[config.mk]
export PLATFORM = sky130hd
export DESIGN_NAME = pcc_mul
export DESIGN_NICKNAME = d
export VERILOG_FILES = /design/src/rtl/pcc_pkg.sv /design/src/rtl/pcc_mul.sv
export SDC_FILE = /design/constraint.sdc
export NUM_CORES = 2
export LEC_CHECK = 0
export BUFFER_PORTS_ARGS = -buffer_cell sky130_fd_sc_hd__buf_2
export CORE_MARGIN = 1.5
export CORE_UTILIZATION = 40
export CTS_CLUSTER_DIAMETER = 100
export DETAILED_ROUTE_END_ITERATION = 12
export SYNTH_ARGS = -nofsm -noshare
export SYNTH_HDL_FRONTEND = slang
export SYNTH_SLANG_ARGS = --single-unit
[constraint.sdc]
create_clock -name clk -period 11.5 [get_ports clk]
set_clock_uncertainty 0.2 [all_clocks]
set_input_delay 0 -clock clk [delete_from_list [all_inputs] [get_ports clk]]
set_output_delay 0 -clock clk [all_outputs]
set_load 0.1 [all_outputs]
[src/rtl/pcc_pkg.sv]
// ----------------------------------------------------------------------------
// pcc_pkg
// Shared types, constants and helpers for the clamped PID controller.
// ----------------------------------------------------------------------------
package pcc_pkg;

    localparam int FRAC_BITS_DEF = 16;

    localparam int DATA_W   = 32;
    localparam int ISUM_W   = 48;
    localparam int TIME_W   = 64;
    localparam int OP_W     = 2;
    localparam int CFG_IDX_W = 3;

    // Shared multiplier: 48-bit by 32-bit magnitudes.
    localparam int MA_W   = 48;
    localparam int MB_W   = 32;
    localparam int PROD_W = MA_W + MB_W;

    // Shared divider: 64-bit dividend, 32-bit divisor.
    localparam int DIVD_W = 64;
    localparam int DIVS_W = 32;

    // Intermediate signed width able to hold a clipped value of +/- 2^33.
    localparam int WIDE_W = 35;

    localparam logic [DIVS_W-1:0] SCALE_SAMPLE = 32'd1000000;
    localparam logic [DIVS_W-1:0] SCALE_OWN    = 32'd1000;

    typedef enum logic [OP_W-1:0] {
        OP_SAMPLE = 2'd0,
        OP_ERROR  = 2'd1,
        OP_CLEAR  = 2'd2,
        OP_TIME   = 2'd3
    } opcode_t;

    typedef enum logic [CFG_IDX_W-1:0] {
        REG_SETPOINT = 3'd0,
        REG_GAIN_P   = 3'd1,
        REG_GAIN_I   = 3'd2,
        REG_GAIN_D   = 3'd3,
        REG_UPPER    = 3'd4,
        REG_LOWER    = 3'd5,
        REG_GUARD    = 3'd6
    } cfg_index_t;

    typedef struct packed {
        logic            start;
        logic [MA_W-1:0] a;
        logic [MB_W-1:0] b;
        logic            neg;
    } mul_req_t;

    typedef struct packed {
        logic              done;
        logic [PROD_W-1:0] prod;
        logic              neg;
    } mul_rsp_t;

    typedef struct packed {
        logic              start;
        logic [DIVD_W-1:0] dividend;
        logic [DIVS_W-1:0] divisor;
        logic              neg;
    } div_req_t;

    typedef struct packed {
        logic              done;
        logic [DIVD_W-1:0] quot;
        logic              neg;
    } div_rsp_t;

    function automatic logic [31:0] mag32(input logic signed [31:0] v);
        logic [31:0] r;
        r = v[31] ? 32'(-v) : 32'(v);
        return r;
    endfunction

    function automatic logic [47:0] mag48(input logic signed [47:0] v);
        logic [47:0] r;
        r = v[47] ? 48'(-v) : 48'(v);
        return r;
    endfunction

    // Saturate a wide signed value to 32 bits.
    function automatic logic signed [31:0] sat32(input logic signed [WIDE_W-1:0] v);
        logic signed [31:0] r;
        if (&v[WIDE_W-1:31] || ~|v[WIDE_W-1:31])
            r = v[31:0];
        else
            r = v[WIDE_W-1] ? 32'sh8000_0000 : 32'sh7FFF_FFFF;
        return r;
    endfunction

    // Saturate a 66-bit signed value to 48 bits.
    function automatic logic signed [47:0] sat48(input logic signed [65:0] v);
        logic signed [47:0] r;
        if (&v[65:47] || ~|v[65:47])
            r = v[47:0];
        else
            r = v[65] ? {1'b1, 47'd0} : {1'b0, {47{1'b1}}};
        return r;
    endfunction

    // Apply a sign to a 64-bit magnitude.
    function automatic logic signed [65:0] signed66(input logic [63:0] m, input logic neg);
        logic signed [65:0] r;
        r = $signed({2'b00, m});
        if (neg)
            r = -r;
        return r;
    endfunction

endpackage

[src/rtl/pcc_mul.sv]
// ----------------------------------------------------------------------------
// pcc_mul
// Shared unsigned multiplier, 48 by 32 bits, built from two 32 by 32
// partial products and one add, done in sequence.
// ----------------------------------------------------------------------------
module pcc_mul
(
    input  logic              clk,
    input  logic              rst_n,
    input  pcc_pkg::mul_req_t req,
    output pcc_pkg::mul_rsp_t rsp
);
    import pcc_pkg::*;

    logic [MA_W-1:0]   a_reg;
    logic [MB_W-1:0]   b_reg;
    logic              neg_reg;
    logic [1:0]        phase_reg;
    logic              busy_reg;
    logic              done_reg;
    logic [63:0]       lo_reg;
    logic [47:0]       hi_reg;
    logic [PROD_W-1:0] prod_reg;

    logic [31:0] x;
    logic [63:0] pp;

    assign x  = (phase_reg == 2'd0) ? a_reg[31:0] : {16'd0, a_reg[MA_W-1:32]};
    assign pp = x * b_reg;

    always_ff @(posedge clk or negedge rst_n)
    begin
        if (!rst_n)
        begin
            phase_reg <= 2'd0;
            busy_reg  <= 1'b0;
            done_reg  <= 1'b0;
        end
        else
        begin
            done_reg <= 1'b0;
            if (req.start)
            begin
                a_reg     <= req.a;
                b_reg     <= req.b;
                neg_reg   <= req.neg;
                phase_reg <= 2'd0;
                busy_reg  <= 1'b1;
            end
            else if (busy_reg)
            begin
                case (phase_reg)
                    2'd0:
                    begin
                        lo_reg    <= pp;
                        phase_reg <= 2'd1;
                    end
                    2'd1:
                    begin
                        hi_reg    <= pp[47:0];
                        phase_reg <= 2'd2;
                    end
                    default:
                    begin
                        prod_reg <= {16'd0, lo_reg} + {hi_reg, 32'd0};
                        done_reg <= 1'b1;
                        busy_reg <= 1'b0;
                    end
                endcase
            end
        end
    end

    assign rsp.done = done_reg;
    assign rsp.prod = prod_reg;
    assign rsp.neg  = neg_reg;

endmodule

# Word level (Yosys, flattened, before mapping)
# Index checks and enable logic that the tools add are counted.
# op_classes
n_addsub	1
n_mul	1
div	0
order_cmp	0
n_eq_ne	1
n_shift	0
n_mux	10
n_bitwise	2
n_reduce_logical	9
# ops
operator	count
$add A64 B80 Y80	1
$mul A32 B32 Y64	1
$mux W32	1
$reduce_and A4 Y1	3
$mux W1	6
$mux W2	2
$pmux W2 S2	1
$reduce_and A2 Y1	2
$reduce_bool A3 Y1	1
$eq A2 B1 Y1 const B	1
$logic_not A2 Y1	1
$not A1 Y1	2
$reduce_bool A2 Y1	1
$reduce_or A2 Y1	1
# word_totals
ff_bits	277
latch_bits	0
mem_bits_rw	0
rom_bits	0
inputBits	84
out_inout_bits	82
mem_count	0

# Logic depth before layout (Yosys ltp)
# logic_depth
word_depth	5
mapped_depth	30
ltp_nobuf	27

# Worst setup path before layout
# OpenSTA, ideal clock, no wires.
# synth_timing
kind	register -> register
startpoint	reg phase_reg[1]
endpoint	reg lo_reg[58], data pin
setup_ps	266
arrival_time_ps	7972
path_slack_ps	3062
path_stages_with_launch	30
path_buffers	2
cell_sequence	dfrtp_1 nor2_1 clkbuf_1 mux2_2 clkbuf_1 and2_1 fa_1 inv_1 fa_1 inv_1 fa_1 inv_1 fa_1 inv_1 fa_1 fa_1 fa_1 inv_1 fa_1 inv_1 ha_1 nand2_1 nor4_2 a221oi_1 o21ai_1 a41oi_2 o41ai_2 nor4_1 o31a_1 xnor2_1
# synth_via
elab_chain_cells	3
# synth_rtl
item	line	text
from (decl)	pcc_mul.sv:18	logic [1:0] phase_reg;
from (signal assigned)	pcc_mul.sv:35	phase_reg <= 2'd0;
from (signal assigned)	pcc_mul.sv:47	phase_reg <= 2'd0;
from (signal assigned)	pcc_mul.sv:56	phase_reg <= 2'd1;
$logic_not A2 Y1	pcc_mul.sv:28	assign x = (phase_reg == 2'd0) ? a_reg[31:0] : {16'd0, a_reg[MA_W-1:32]};
$mux W32	pcc_mul.sv:28	
$mul A32 B32 Y64	pcc_mul.sv:29	assign pp = x * b_reg;
named net pp[58]	pcc_mul.sv:26	logic [63:0] pp;
to (signal assigned)	pcc_mul.sv:55	lo_reg <= pp;
to (decl)	pcc_mul.sv:21	logic [63:0] lo_reg;
# The timed path passes the listed nets, and every way through them passes these cells.
# A chain may end at the register's enable or synchronous reset.

# Worst setup path in the final report
# layout_timing
startpoint	reg phase_reg[1]
endpoint	reg lo_reg[60], data pin
# The elaborated chain is that of the path after synthesis.

==> flow_summary.ini <==
[status]
status = completed

[synthesis]
yosysMostFrequentCell = fa_1
synth_seq_area_share = 0.188
synthTopCellsByArea = fa_1, edfxtp_1, ha_1, inv_1, and2_1
syn_area_sq_um = 44000
ys.flop_type = edfxtp_1
synth_cell_type_count = 71
ys_ff_latch = 277
yosys_warnings = 0
yosysTopAreaCell = fa_1
async_reset_ff_frac = 0.0144
yosysTopAreaCellShare = 0.408
synth-edff-count = 273
synth_nets = 5605
synthTopCellsByCount = fa_1, inv_1, nand2_1
synth_cells = 4329
syn_area_per_cell_sq_um = 10.2

[critical_path]
crit_chain = nor2_4 > buf_4 > buf_4 > and2_1 > nand2_1 > fa_1 > fa_1 > fa_1 > fa_1 > inv_1 > fa_1 > fa_1 > fa_1 > fa_1 > ha_1 > and3_1 > nand4_1 > nor3_1 > nand3_1 > o31ai_1 > a21oi_1 > o31ai_1 > xor2_1
arrival_ns = 10.19
critPathKind = reg2reg
crit_cells = 23
endpoint = lo_reg[60]
crit_path_start_kind = register
rrSetupSlack_ns = 1.49
cp_slowest_cell = and2_1
critical-path-max-stage-delay_ns = 0.81
path_max_fanout = 64
end_kind = register
crit_family = adder cells
r2r_start = phase_reg[1]
reg2reg_depth = 23
crit_start = phase_reg[1]
required_ns = 11.68
crit_buf_inv = 3
reg2reg_to = lo_reg[60]
cpMostUsedCell = fa_1

[route]
ant_nets = 0
wire_per_inst_um = 21.9
wirelength_um = 130000
drt_iter0_drc = 2128
drcViolationCount = 0
vias_per_cell = 5.29
vias = 31400
first_pass_iters = 5

[finish]
drive_above_1_share = 0.0714
final_cell_area_sq_um = 49000
largest_register_ffs = 80
area_growth_pct = 11.2
fill_cells = 10400
nNetsFinal = 5778

[timing]
worst_pin_slew_ns = 1.26
hold_viol = 0
rsz0062_at_grt = no
finalSetupViolCount = 0
finalCritPeriodShare = 0.870
slew_viol_final = 0
setup_tns_ns = 0
relSlewSlack = 0.160
fmax_mhz = 99.9
fin_crit_ns = 10.01

[grt]
grt_pass1_vias = 33300
grt_pass1_wl_um = 201000
grt_overflow = 0
grt_use_total = 0.237
antenna_found_initial = 3
grt_max_degree = 73

[job]
drv_cap = 0

[cts]
ctsHtreeMaxLevel = 2
cts_tree = done
clkSinkCount = 277
clkTransAtPathRegs_ns = 0.06
cts_made_buffers = 36
clkLatencyLatePin_ns = 0.61
clockBufferDepth = 3
clockRootBuffer = clkbuf_16
post-cts-setup-buffer-count = 0

[floorplan]
num_rows = 121
die_area_sq_um = 112000
coreArea_sq_um = 109000
start_util = 0.404
die_w_um = 335
die_y_um = 335
ios = 166

[place]
placed_area_sq_um = 46200
port_buffers = 165
hpwlAfterDp_um = 99900
place.gp.congestion = 0.909

[min_path]
min_path_type = in2reg
## through the flow
step / hold slack, ns / worst slack [ns] / instances / utilization
2_1_floorplan: -0.496 / 3.06 / 4329 / -
3_3_place_gp: -0.371 / 1.69 / 5712 / 0.423
3_5_place_dp: -0.367 / 1.63 / 5712 / 0.423
4_1_cts: 0.0683 / 1.55 / 5940 / 0.449
5_1_grt: 0.130 / 1.11 / 5940 / 0.449
6_report: 0.112 / 1.49 / 5942 / 0.450
## cell usage in the layout, fill, tap and decap left out, types with 15 or more instances in the layout
| cell type | n |
|---|---|
| a21o_1 | 45 |
| nand2b_1 | 15 |
| and3_1 | 269 |
| and2_1 | 353 |
| fa_1 | 897 |
| clkbuf_16 | 36 |
| xnor2_1 | 65 |
| inv_1 | 864 |
| o21ai_0 | 46 |
| a21oi_1 | 107 |
| mux2_2 | 16 |
| nor3_1 | 24 |
| buf_2 | 165 |
| nand2_1 | 507 |
| nand4_1 | 33 |
| nor2_1 | 57 |
| xor2_1 | 41 |
| nand3_1 | 15 |
| dlygate4sd3_1 | 166 |
| buf_4 | 60 |
| edfxtp_1 | 273 |
| ha_1 | 295 |
## cell type report
type                       instances  area [sq um]  area share
multi-input combinational       2931         31600       0.644
inverter                         864          3240      0.0662
antenna                            2          5.00    0.000102
sequential                       277          8300       0.169
timing repair buffer             392          2960      0.0604
clock inverter                    23           264     0.00539
clock buffer                      39           912      0.0186
tap                             1414          1770      0.0361
## timing repair
item | in CTS | in global routing
hold buffers | 166 | 0
hold endpoints to repair | 119 | 0
gates resized for setup | 0 | 0
## routing by layer
metal | vias to the layer above | track usage | routed length [um]
met5 | - | 0 | 0
met4 | 0 | 0.0875 | 4880
met3 | 233 | 0.0326 | 9310
met2 | 1113 | 0.391 | 62400
met1 | 16400 | 0.320 | 53800
li1 | 13700 | - | -
## kinds of logic after synthesis
logic type                 Yosys count  synth area share
xor gates and xnor gates           106            0.0211
AOI/OAI and AO/OA                  298            0.0442
adders and majority gates         1192             0.491
buffers and inverters             1121            0.0958
muxes                               16           0.00409
and+or+nand+nor                   1319             0.155
DFF                                277             0.188
## worst min-delay path by stage
stage	startpoint	endpoint	slack, ns	cells past startpoint
after detailed placement	rst_n	done_reg	-0.37	1
after global routing	req[81]	done_reg	0.13	3
after floorplan	rst_n	busy_reg	-0.50	0
final	req[81]	done_reg	0.11	3
after CTS	req[81]	done_reg	0.07	3
after global placement	rst_n	done_reg	-0.37	1
## worst min-delay path, cell delays in order
cell and delay, ns:
dlygate4sd3_1 0.52, buf_2 0.14, and3b_1 0.21
Power is not shown: default switching activity piles up to over one toggle a cycle in this logic, so the estimate is an artifact.
