[src/rtl/pcc_pkg.sv]
// ----------------------------------------------------------------------------
// pcc_pkg
// Shared types, constants and helpers for the clamped PID controller.
// ----------------------------------------------------------------------------
package pcc_pkg;

    localparam int FRAC_BITS_DEF = 16;

    localparam int DATA_W   = 32;
    localparam int ISUM_W   = 48;
    localparam int TIME_W   = 64;
    localparam int OP_W     = 2;
    localparam int CFG_IDX_W = 3;

    // Shared multiplier: 48-bit by 32-bit magnitudes.
    localparam int MA_W   = 48;
    localparam int MB_W   = 32;
    localparam int PROD_W = MA_W + MB_W;

    // Shared divider: 64-bit dividend, 32-bit divisor.
    localparam int DIVD_W = 64;
    localparam int DIVS_W = 32;

    // Intermediate signed width able to hold a clipped value of +/- 2^33.
    localparam int WIDE_W = 35;

    localparam logic [DIVS_W-1:0] SCALE_SAMPLE = 32'd1000000;
    localparam logic [DIVS_W-1:0] SCALE_OWN    = 32'd1000;

    typedef enum logic [OP_W-1:0] {
        OP_SAMPLE = 2'd0,
        OP_ERROR  = 2'd1,
        OP_CLEAR  = 2'd2,
        OP_TIME   = 2'd3
    } opcode_t;

    typedef enum logic [CFG_IDX_W-1:0] {
        REG_SETPOINT = 3'd0,
        REG_GAIN_P   = 3'd1,
        REG_GAIN_I   = 3'd2,
        REG_GAIN_D   = 3'd3,
        REG_UPPER    = 3'd4,
        REG_LOWER    = 3'd5,
        REG_GUARD    = 3'd6
    } cfg_index_t;

    typedef struct packed {
        logic            start;
        logic [MA_W-1:0] a;
        logic [MB_W-1:0] b;
        logic            neg;
    } mul_req_t;

    typedef struct packed {
        logic              done;
        logic [PROD_W-1:0] prod;
        logic              neg;
    } mul_rsp_t;

    typedef struct packed {
        logic              start;
        logic [DIVD_W-1:0] dividend;
        logic [DIVS_W-1:0] divisor;
        logic              neg;
    } div_req_t;

    typedef struct packed {
        logic              done;
        logic [DIVD_W-1:0] quot;
        logic              neg;
    } div_rsp_t;

    function automatic logic [31:0] mag32(input logic signed [31:0] v);
        logic [31:0] r;
        r = v[31] ? 32'(-v) : 32'(v);
        return r;
    endfunction

    function automatic logic [47:0] mag48(input logic signed [47:0] v);
        logic [47:0] r;
        r = v[47] ? 48'(-v) : 48'(v);
        return r;
    endfunction

    // Saturate a wide signed value to 32 bits.
    function automatic logic signed [31:0] sat32(input logic signed [WIDE_W-1:0] v);
        logic signed [31:0] r;
        if (&v[WIDE_W-1:31] || ~|v[WIDE_W-1:31])
            r = v[31:0];
        else
            r = v[WIDE_W-1] ? 32'sh8000_0000 : 32'sh7FFF_FFFF;
        return r;
    endfunction

    // Saturate a 66-bit signed value to 48 bits.
    function automatic logic signed [47:0] sat48(input logic signed [65:0] v);
        logic signed [47:0] r;
        if (&v[65:47] || ~|v[65:47])
            r = v[47:0];
        else
            r = v[65] ? {1'b1, 47'd0} : {1'b0, {47{1'b1}}};
        return r;
    endfunction

    // Apply a sign to a 64-bit magnitude.
    function automatic logic signed [65:0] signed66(input logic [63:0] m, input logic neg);
        logic signed [65:0] r;
        r = $signed({2'b00, m});
        if (neg)
            r = -r;
        return r;
    endfunction

endpackage

[src/rtl/pcc_div.sv]
// ----------------------------------------------------------------------------
// pcc_div
// Shared unsigned restoring divider, one quotient bit per cycle.
// ----------------------------------------------------------------------------
module pcc_div
(
    input  logic              clk,
    input  logic              rst_n,
    input  pcc_pkg::div_req_t req,
    output pcc_pkg::div_rsp_t rsp
);
    import pcc_pkg::*;

    localparam int CNT_W = $clog2(DIVD_W + 1);

    logic [DIVD_W-1:0] quo_reg;
    logic [DIVS_W-1:0] rem_reg;
    logic [DIVS_W-1:0] dvs_reg;
    logic              neg_reg;
    logic [CNT_W-1:0]  cnt_reg;
    logic              done_reg;

    logic [DIVS_W:0] trial;
    logic            fits;

    assign trial = {rem_reg, quo_reg[DIVD_W-1]};
    assign fits  = (trial >= {1'b0, dvs_reg});

    always_ff @(posedge clk or negedge rst_n)
    begin
        if (!rst_n)
        begin
            cnt_reg  <= '0;
            done_reg <= 1'b0;
        end
        else
        begin
            done_reg <= 1'b0;
            if (req.start)
            begin
                quo_reg <= req.dividend;
                rem_reg <= '0;
                dvs_reg <= req.divisor;
                neg_reg <= req.neg;
                cnt_reg <= CNT_W'(DIVD_W);
            end
            else if (cnt_reg != '0)
            begin
                rem_reg <= fits ? DIVS_W'(trial - {1'b0, dvs_reg}) : trial[DIVS_W-1:0];
                quo_reg <= {quo_reg[DIVD_W-2:0], fits};
                cnt_reg <= cnt_reg - 1'b1;
                if (cnt_reg == CNT_W'(1))
                    done_reg <= 1'b1;
            end
        end
    end

    assign rsp.done = done_reg;
    assign rsp.quot = quo_reg;
    assign rsp.neg  = neg_reg;

endmodule

[config.mk]
export PLATFORM = sky130hd
export DESIGN_NAME = pcc_div
export DESIGN_NICKNAME = d
export VERILOG_FILES = /design/src/rtl/pcc_pkg.sv /design/src/rtl/pcc_div.sv
export SDC_FILE = /design/constraint.sdc
export NUM_CORES = 1
export LEC_CHECK = 0
export ABC_AREA = 1
export BUFFER_PORTS_ARGS = -buffer_cell sky130_fd_sc_hd__buf_2
export CAP_MARGIN = 10
export CORE_ASPECT_RATIO = 1.5
export CORE_MARGIN = 3
export CORE_UTILIZATION = 51
export DETAILED_ROUTE_END_ITERATION = 10
export PLACE_DENSITY_LB_ADDON = 0.15
export SLEW_MARGIN = 20
export SYNTH_ARGS = -nofsm -noshare
export SYNTH_HDL_FRONTEND = slang
export SYNTH_SLANG_ARGS = --single-unit
[constraint.sdc]
create_clock -name clk -period 4 [get_ports clk]
set_clock_uncertainty 0.1 [all_clocks]
set_input_delay 0.8 -clock clk [delete_from_list [all_inputs] [get_ports clk]]
set_output_delay 0.8 -clock clk [all_outputs]
set_load 0.02 [all_outputs]
# Yosys cells after proc, flatten, opt, wreduce, memory -nomap -nowiden
# Index checks and enable logic that the tools add are counted.
# totals
ff_bits,137
inputBits,100
output_inout_bits,66
wordCells,23
# op_classes
add_sub_neg,2
order_cmp,1
n_eq_ne,1
mux,9
reduce_logical,4
# op_table
op,count
$mux W64,2
$mux W32,2
$ge A33 B32 Y1,1
$sub A32 B32 Y32,1
$mux W7,2
$eq A7 B1 Y1 const B,1
$reduce_bool A7 Y1,1
$sub A7 B1 Y7 const B,1
$reduce_and A2 Y1,2
$mux W1,3
$reduce_bool A2 Y1,1

# Logic depth before layout (Yosys ltp)
# Gate-level depths: netlist of run 1.
# logic_depth
word_depth,4
ltp_mapped,17
depth_no_buf,16

# Worst setup path before layout of run 1
# OpenSTA, ideal clock, no wires.
# synth_timing
path_type,input to register
start,input req[97] (netlist bit)
end,register quo_reg[0] (enable)
setup_time_ps,486
arrival_ps,3777
required_ps,3414
path_slack_ps,-363
path_stages,3
n_path_buf,1
cell_sequence,clkbuf_1 > nor2_4 > nor2_1
# synth_via
elab_chain_cells,2
# synth_lines
item,line,rtl
from (decl),pcc_div.sv:9,"input pcc_pkg::div_req_t req,"
$reduce_bool A2 Y1 (no source line),-,
$reduce_and A2 Y1 (no source line),-,
to (signal assigned),pcc_div.sv:41,quo_reg <= req.dividend;
to (signal assigned),pcc_div.sv:50,"quo_reg <= {quo_reg[DIVD_W-2:0], fits};"
to (decl),pcc_div.sv:16,logic [DIVD_W-1:0] quo_reg;
# Every way passes these cells.
# A chain may end at the register's enable or synchronous reset.

# Final worst setup path of run 1
# layout_timing
start,register rem_reg[27]
end,"register rem_reg[19], data pin"
# layout_via
elab_chain_cells,3
# layout_lines
item,line,rtl
from (decl),pcc_div.sv:17,logic [DIVS_W-1:0] rem_reg;
from (signal assigned),pcc_div.sv:49,"rem_reg <= fits ? DIVS_W'(trial - {1'b0, dvs_reg}) : trial[DIVS_W-1:0];"
$ge A33 B32 Y1,pcc_div.sv:27,"assign fits = (trial >= {1'b0, dvs_reg});"
$mux W32,pcc_div.sv:49,
$mux W32,pcc_div.sv:47,else if (cnt_reg != '0)
# Every way passes these cells.

==> metrics.txt, run 1 <==
clock share of power 0.295; Core Util, Final 0.617; Setup CP Type reg -> reg; CTS Sinks 137; Rows 58; via count of the routed design 7756; TritonCTS clock tree done; post-route antenna net violation count 0; largest net degree at the start of global routing 65; number of global-route vias before repair 7812; leakage 5.58 nW; Required @ worst endpoint 4.08 ns; first-pass GRT wire length 38400 µm; Post-synth EDFFs 129; post-synthesis cell area 8920 µm²; gr ovfl total 0; WL/cell 15.1 µm; chip height 168 µm; diode count 0; min-delay src cnt_reg[5]; Clock H-tree levels 4; GPL Wtd Cong 0.966; crit path max-delay cell type edfxtp_1; drt drc 0; CTS resizes 0; fmax 0.363 GHz; vias per cell 4.99; reg2reg end rem_reg[19]; io pins 166; VDD IR max 291 µV; share of cells above drive strength 1 0.189; Pwr Density 517 nW/µm²; Post-Syn Nets 1306; CP max stage delay 0.42 ns; Worst Setup EP rem_reg[19]; Main synth FF type edfxtp_1; max-slew violations 0; Post-Route WL 23500 µm; final hold vios 0; CTS clk-pin slew, worst paths 0.07 ns; port bufs 165; combinational power share 0.347; crit-path cells ha_1 -> a21oi_1 -> nand2_1 -> a21oi_2 -> nand2_2 -> nor2_8 -> nand2_8 -> nand2_1 -> nand3_1 -> nand2_1 -> inv_1; register area share after synthesis 0.457; Worst-Skew Late Latency 0.42 ns; most common cell after layout, fill and taps aside nand2_1; flops & latches, synth 137; Layout Nets 1466; Critical Path Start rem_reg[27]; DP Wirelength 17700 µm; post-CTS setup buffer count 0; Pint 3.35 mW; setup TNS 0 ns; arrival time of the worst setup path 2.83 ns; Netlist cell types 40; Layout area overhead 17.4%; core area 17000 µm²; Setup Viol. Count Final 0; max reg flops 64; Min-Delay Path Class reg -> reg; Sw Ratio 0.382; Crit Path Max Fanout 32; cts hold-fix bufs 0; sw power 2.07 mW; initial antenna violation count 0; CTS buffer count 17; Reg power frac 0.357; Worst Setup Start Kind flip-flop; min cycle time layout 2.76 ns; overall routing resource usage 0.253; clock root cell clkbuf_16; RSZ-0062 raised after global routing no; Syn Area/Cell 7.62 µm²; Slew headroom 0.464; Slew @ Worst Pin 0.805 ns; clk buf depth 2; period utilisation layout 0.689; die area 19100 µm²; commonest non-fill, non-tap cells in the layout nand2_1 (500), inv_1 (205), buf_2 (165); Post-Syn Instances 1170; Iter 0 DRT Violations 458; Die Wd 114 µm; Synth Warn # 0; R2R depth 11; Post-synth ARST share 0.0584; R2R Setup Slk 1.24 ns; max cap viols 0; most used cell, CP nand2_1; number of iterations in the first detailed-routing pass 7; Filler cells 1604; reg-to-reg critical path startpoint rem_reg[27]; Initial Utilization 0.525; Worst Setup End Kind flip-flop; outcome completed
==> per-layer routing <==
metal  track usage  share of wire  vias to the layer above
li1              -              -                     3956
met1         0.296           0.39                     3497
met2         0.445           0.51                      255
met3        0.0525          0.062                       48
met4         0.105          0.030                        0
met5             0              0                        -
==> critical path: cells and delay by family, from the launching register on <==
family / cells / cell delay [ns]
flip-flops: 1 / 0.42
adder cells (fa/ha/maj): 1 / 0.38
buffers and inverters: 1 / 0.04
AO/OA/AOI/OAI: 2 / 0.44
AND/OR/NAND/NOR: 7 / 1.12
==> worst min-delay path by stage <==
stage	cells past startpoint	end
final	1	cnt_reg[5]
after global routing	1	cnt_reg[5]
after CTS	1	cnt_reg[5]
after detailed placement	1	cnt_reg[5]
after global placement	1	cnt_reg[5]
after floorplan	1	cnt_reg[5]
==> area by class of cell <==
class                   count  area (µm²)  share of cell area
inverters                 210         788              0.0753
flip-flops and latches    137        4070               0.389
clock inverters            15         155              0.0148
clock buffers              17         425              0.0406
multi-input cells         793        3880               0.371
repair buffers            171         883              0.0843
well taps                 210         263              0.0251
==> power by group through the flow <==
| stage | logic (mW) | registers, mW | clock network [mW] |
|---|---|---|---|
| 5_1_grt | 2.13 | 1.96 | 1.69 |
| 3_3_place_gp | 1.86 | 1.96 | 0 |
| 2_1_floorplan | 1.35 | 2.02 | 0 |
| 6_report | 1.88 | 1.94 | 1.60 |
| 3_5_place_dp | 1.88 | 1.96 | 0 |
| 4_1_cts | 1.89 | 1.94 | 1.63 |
==> synth_stat cells, types with 11 or more instances <==
| master | instances | share of area |
|---|---|---|
| inv_1 | 206 | 0.087 |
| ha_1 | 35 | 0.049 |
| clkbuf_1 | 18 | 0.0076 |
| nor2_2 | 11 | 0.0077 |
| o21ai_0 | 15 | 0.0084 |
| a21oi_2 | 12 | 0.012 |
| a21oi_1 | 16 | 0.0090 |
| nand3_1 | 65 | 0.036 |
| nor2_1 | 55 | 0.023 |
| xnor2_1 | 14 | 0.014 |
| nand2_1 | 500 | 0.21 |
| edfxtp_1 | 129 | 0.43 |
| o21ai_1 | 12 | 0.0067 |
==> cells by family (layout without fill, tap and decap cells) <==
group / Yosys count / in the layout / synth area share
and+or+nand+nor: 680 / 680 / 0.325
buffers and inverters: 240 / 413 / 0.109
DFF: 137 / 137 / 0.457
AOI/OAI and AO/OA: 59 / 59 / 0.0401
adders and majority gates: 36 / 36 / 0.0513
xor gates and xnor gates: 18 / 18 / 0.0177
==> per-stage QoR <==
| step | total power [mW] | hold WS (ns) | area [µm²] | cells | setup slack, ns |
|---|---|---|---|---|---|
| detailed placement | 3.84 | 0.380 | 9890 | 1521 | 1.26 |
| floorplan | 3.37 | 0.358 | 8920 | 1170 | 0.717 |
| global placement | 3.82 | 0.376 | 9890 | 1521 | 1.29 |
| CTS | 5.45 | 0.389 | 10500 | 1553 | 1.25 |
| global route | 5.78 | 0.426 | 10500 | 1553 | 1.04 |
| finish | 5.42 | 0.391 | 10500 | 1553 | 1.24 |
Note: power is estimated with default switching activity, not from simulation.
==> run 2: changes to the inputs <==
--- a/config.mk
+++ b/config.mk
@@ -5,12 +5,12 @@
 export SDC_FILE = /design/constraint.sdc
 export NUM_CORES = 1
 export LEC_CHECK = 0
-export ABC_AREA = 1
+export ABC_AREA = 0
 export BUFFER_PORTS_ARGS = -buffer_cell sky130_fd_sc_hd__buf_2
 export CAP_MARGIN = 10
 export CORE_ASPECT_RATIO = 1.5
 export CORE_MARGIN = 3
-export CORE_UTILIZATION = 51
+export CORE_UTILIZATION = 55
 export DETAILED_ROUTE_END_ITERATION = 10
 export PLACE_DENSITY_LB_ADDON = 0.15
 export SLEW_MARGIN = 20
==> constraint.sdc (replaced) <==
create_clock -name clk -period 2.6 [get_ports clk]
set_clock_uncertainty 0.1 [all_clocks]
set_input_delay 0.52 -clock clk [delete_from_list [all_inputs] [get_ports clk]]
set_output_delay 0.52 -clock clk [all_outputs]
set_load 0.02 [all_outputs]
==> run 2 against run 1 <==
The flow now finishes with violations (negative setup slack). Via count decreased by 14%. Cell count decreased by 27%. Area after synthesis decreased by 13%. Largest power group is now combinational cells. Highest routed layer unchanged.
==> metrics.txt, run 2 <==
Worst Setup End Kind flip-flop; share of cells above drive strength 1 0.514; Iter 0 DRT Violations 343; final hold vios 0; CTS Sinks 137; Crit Path Max Fanout 4; Required @ worst endpoint 2.66 ns; first-pass GRT wire length 33300 µm; via count of the routed design 6640; commonest non-fill, non-tap cells in the layout buf_2 (164), buf_4 (131), edfxtp_1 (129); Slew @ Worst Pin 0.411 ns; post-route antenna net violation count 0; die area 15600 µm²; min cycle time layout 3.03 ns; area share of the largest cell type after synthesis 0.499; Pwr Density 870 nW/µm²; Post-synth EDFFs 129; period utilisation layout 1.17; max reg flops 64; cts hold-fix bufs 0; gr ovfl total 0; crit-path cells ha_4 -> a21o_1 -> or3_4 -> o2111ai_4 -> o22ai_4 -> a31oi_4 -> buf_4 -> nor3_2 -> or4_1 -> nand3_2 -> a211oi_2; Die Wd 103 µm; Layout area overhead 40.8%; Inst Count DP 1083; Post-Layout Cell Count 1135; CTS clk-pin slew, worst paths 0.06 ns; flops & latches, synth 137; clk buf depth 2; arrival time of the worst setup path 3.09 ns; Syn Area/Cell 11.6 µm²; chip height 151 µm; clock root cell clkbuf_16; Filler cells 835; Post-Syn Nets 803; port bufs 165; max-slew violations 0; number of global-route vias before repair 6956; Post-synth ARST share 0.0584; largest net degree at the start of global routing 65; top cells by area in the synthesized netlist edfxtp_1 (50%), mux2_2 (9.3%), ha_1 (5.6%); WL/cell 19.4 µm; Post-Route WL 22000 µm; largest area contributor in the netlist edfxtp_1; max cap viols 0; Final WS setup -0.432 ns; DP Worst Slack -0.404 ns; core area 13700 µm²; GPL Wtd Cong 0.928; overall routing resource usage 0.277; Post-synth top cells edfxtp_1 (129), nand2_1 (72), mux2_2 (64); Main synth FF type edfxtp_1; RSZ-0062 raised after global routing yes; Synth Warn # 0; DP Wirelength 15300 µm; TritonCTS clock tree done; CTS buffer count 17; Initial Utilization 0.568; crit path max-delay cell type or4_1; Buf/Inv on CP 1; Clock H-tree levels 4; register area share after synthesis 0.525; initial antenna violation count 0; Setup Viol. Count Final 33; Layout Nets 1096; failing checks negative setup slack; Slew headroom 0.725; Worst Setup Start Kind flip-flop; drt drc 0; leakage 4.66 nW; most common cell after layout, fill and taps aside buf_2; fmax 0.330 GHz; Post-Syn Instances 667; vias per cell 5.85; most common cell in the netlist edfxtp_1; Rows 52; outcome finished with violations; Worst-Skew Late Latency 0.42 ns; Setup CP Type reg -> reg; post-synthesis cell area 7760 µm²; VDD IR max 509 µV; diode count 0; Netlist cell types 54; io pins 166; number of iterations in the first detailed-routing pass 5; CP max stage delay 0.49 ns; Min-Delay Path Class in -> async; Top delay family on crit path simple AND/OR/NAND/NOR gates
-- run 2: changes by cell type after synthesis, moves of 8 or more --
cell / change
a211oi_1: +14
a21o_1: +8
a21oi_1: +28
a21oi_2: -12
a311oi_2: +15
inv_1: -166
mux2_2: +64
nand2_1: -428
nand3_1: -52
nand3_2: -9
nor2_1: -8
nor2_2: -11
o21ai_1: -8
-- run 2: power breakdown --
part,internal [mW],leakage (nW),switching (mW)
combinational,1.96,3.02,2.09
clock,1.47,0.283,0.928
sequential,2.83,1.36,0.232
total,6.26,4.66,3.25
-- run 2: logic make-up after synthesis --
kind of cell    synth area share
mux                       0.0941
flops                      0.525
fa+ha+maj                 0.0590
xor+xnor                  0.0316
compound gates             0.138
buf+inv                   0.0442
simple gates               0.108
-- run 2: per-stage QoR --
| stage | hold slack (ns) | instance area (µm²) | setup TNS [ns] | power, mW | util |
|---|---|---|---|---|---|
| 2_1_floorplan | 0.124 | 7790 | -5.76 | 5.12 | - |
| 3_3_place_gp | 0.447 | 9650 | -9.76 | 6.28 | 0.706 |
| 3_5_place_dp | 0.462 | 9650 | -11.29 | 6.40 | 0.706 |
| 4_1_cts | 0.0819 | 10500 | -10.65 | 9.07 | 0.770 |
| 5_1_grt | 0.0980 | 10900 | -15.43 | 9.95 | 0.800 |
| 6_report | 0.106 | 10900 | -11.38 | 9.50 | 0.800 |
-- run 2: cell type report --
class	count	area (µm²)	area share
repair buffers	311	2080	0.190
inverters	40	150	0.0137
clock inverters	10	120	0.0110
multi-input cells	453	3840	0.351
clock buffers	22	464	0.0425
well taps	162	203	0.0186
flip-flops and latches	137	4070	0.373
-- run 2: timing repair --
item | 4_1_cts | 5_1_grt
hold endpoints to repair | 0 | 0
pin swaps | 16 | 36
setup buffers | 10 | 8
endpoints found under the setup margin | 33 | 33
resized for setup | 36 | 63
gates cloned | 1 | 2
-- run 2: metal layers --
metal / global-route usage / up-vias / wire [µm]
li1: - / 3065 / -
met1: 0.301 / 3206 / 7870
met2: 0.496 / 278 / 11700
met3: 0.0738 / 91 / 1330
met4: 0.126 / 0 / 1110
met5: 0 / - / 0
-- run 2: final timing paths --
path / start / end / slack, ns / cells past startpoint
worst max register to register: rem_reg[3] / rem_reg[29] / -0.43 / 11
min in group clk: req[24] / dvs_reg[23] / 0.17 / 1
worst min-delay path: rst_n / cnt_reg[5] / 0.11 / 2
worst max-delay path: rem_reg[3] / rem_reg[29] / -0.43 / 11
max in group asynchronous: rst_n / cnt_reg[2] / 2.05 / 2
worst min register to register: quo_reg[44] / quo_reg[45] / 0.47 / 1
==> run 3: changes to the inputs <==
--- a/config.mk
+++ b/config.mk
@@ -13,6 +13,7 @@
 export CORE_UTILIZATION = 55
 export DETAILED_ROUTE_END_ITERATION = 10
 export PLACE_DENSITY_LB_ADDON = 0.15
+export SETUP_SLACK_MARGIN = 0.1
 export SLEW_MARGIN = 20
 export SYNTH_ARGS = -nofsm -noshare
 export SYNTH_HDL_FRONTEND = slang
==> constraint.sdc (replaced) <==
create_clock -name clk -period 2.6 [get_ports clk]
set_clock_uncertainty 0.1 [all_clocks]
set_input_delay 0 -clock clk [delete_from_list [all_inputs] [get_ports clk]]
set_output_delay 0 -clock clk [all_outputs]
set_load 0.02 [all_outputs]
==> run 3 against run 2 <==
The run still ends with negative setup slack left. Flip-flop and latch count unchanged. Final area increased by 9.9%. Setup slack got worse by 0.076 ns. Clock power increased by 3%. Critical path type unchanged. Critical endpoint is now rem_reg[30].
==> metrics.txt, run 3 (synthesis gave the netlist of run 2 again) <==
CTS Sinks 137; Worst Setup End Kind flip-flop; die area 15600 µm²; Setup Viol. Count Final 33; Clock H-tree levels 4; min cycle time layout 3.11 ns; CTS buffer count 17; port bufs 165; clock root cell clkbuf_16; top sig layer met4; Reg power frac 0.306; gr ovfl total 0; met2 WL 14600 µm; Iter 0 DRT Violations 664; Final WS setup -0.509 ns; CTS clk-pin slew, worst paths 0.06 ns; failing checks negative setup slack; core area 13700 µm²; DP Wirelength 15000 µm; diode count 0; Worst-Skew Late Latency 0.44 ns; chip height 151 µm; RSZ-0062 raised after global routing yes; Required @ worst endpoint 2.76 ns; Multi-input gate area 3830 µm²; max-slew violations 0; number of global-route vias before repair 8009; Layout area overhead 54.7%; most common cell after layout, fill and taps aside buf_2; vias per cell 6.14; initial antenna violation count 0; Sw Ratio 0.361; Setup CP Type reg -> reg; clk buf depth 2; sw power 3.63 mW; Pwr Total 10.1 mW; FF/Latch Area 4070 µm²; share of cells above drive strength 1 0.479; Min-Delay Path Class in -> async; Filler cells 564; WL/cell 22.2 µm; crit path max-delay cell type edfxtp_1; Post-Route WL 27600 µm; via count of the routed design 7632; R2R Setup Slk -0.51 ns; setup TNS -13.47 ns; Pint 6.44 mW; R2R depth 12; Rows 52; wire length on met3 2070 µm; max reg flops 64; most used cell, CP buf_6; Worst Setup Start Kind flip-flop; io pins 166; GPL Wtd Cong 0.907; commonest non-fill, non-tap cells in the layout buf_2 (164), buf_4 (134), edfxtp_1 (129); Core Util, Final 0.879; Pwr Density 838 nW/µm²; Slew headroom 0.687; leakage 5.10 nW; period utilisation layout 1.20; Crit Path Max Fanout 5; first-pass GRT wire length 41500 µm; max cap viols 0; CP max stage delay 0.43 ns; largest net degree at the start of global routing 63; Initial Utilization 0.568; post-route antenna net violation count 0; crit-path cells ha_4 -> nand2_1 -> o221ai_2 -> a31oi_2 -> o22ai_2 -> a31oi_4 -> o31ai_4 -> buf_6 -> buf_6 -> and4_1 -> nor2_1 -> a221oi_2; clock share of power 0.245; overall routing resource usage 0.351; arrival time of the worst setup path 3.27 ns; fmax 0.322 GHz; number of iterations in the first detailed-routing pass 5; Die Wd 103 µm; VDD IR max 534 µV; Layout Nets 1204; outcome finished with violations; final hold vios 0; TritonCTS clock tree done; Slew @ Worst Pin 0.470 ns; met1 wire length 9290 µm; drt drc 0; combinational power share 0.449
## run 3: through the flow
| stage | setup slack (ns) | hold WS, ns | instances | instance area, µm² |
|---|---|---|---|---|
| 2_1_floorplan | -0.197 | -0.396 | 667 | 7800 |
| 3_3_place_gp | -0.305 | -0.236 | 1080 | 9630 |
| 3_5_place_dp | -0.404 | -0.234 | 1080 | 9630 |
| 4_1_cts | -0.285 | 0.0832 | 1232 | 11800 |
| 5_1_grt | -0.590 | 0.109 | 1243 | 12000 |
| 6_report | -0.509 | 0.0962 | 1243 | 12000 |
## run 3: final cells by class
| type | count | area share |
|---|---|---|
| Sequential cell | 137 | 0.339 |
| Tap cell | 162 | 0.0169 |
| Clock buffer | 19 | 0.0369 |
| Inverter | 40 | 0.0125 |
| Clock inverter | 13 | 0.0118 |
| Timing Repair Buffer | 419 | 0.263 |
| Multi-Input combinational cell | 453 | 0.319 |
## run 3: power groups by stage
stage               Combinational (mW)  Sequential (mW)  Clock (mW)
floorplan                         1.96             3.17           0
global placement                  3.23             3.05           0
detailed placement                3.34             3.06           0
CTS                               3.98             3.04        2.43
global route                      4.78             3.11        2.54
finish                            4.52             3.08        2.47
## run 3: worst max-delay path, delay by kind of cell (launching register included)
kind | cells | cell delay [ns]
and+or+nand+nor | 3 | 0.37
buffers and inverters | 2 | 0.31
AOI/OAI and AO/OA | 6 | 1.38
DFF | 1 | 0.43
adders and majority gates | 1 | 0.33
## run 3: timing repair
item,4_1_cts,5_1_grt
hold buffers,100,0
buffers inserted,17,11
gates resized for setup,75,37
hold endpoints to repair,116,0
setup endpoints to repair,33,33
gates cloned,3,0
pin swaps,27,34
## run 3: final timing paths
| check | from | end |
|---|---|---|
| worst min-delay path | rst_n | cnt_reg[2] |
| worst max register to register | rem_reg[11] | rem_reg[30] |
| worst min register to register | cnt_reg[3] | cnt_reg[3] |
| worst max-delay path | rem_reg[11] | rem_reg[30] |
| max in group asynchronous | rst_n | cnt_reg[3] |
| min in group clk | req[17] | dvs_reg[16] |
## run 3: layer usage
metal / up-vias / GRT usage
li1: 3297 / -
met1: 3650 / 0.381
met5: - / 0
met2: 532 / 0.624
met4: 0 / 0.192
met3: 153 / 0.0760
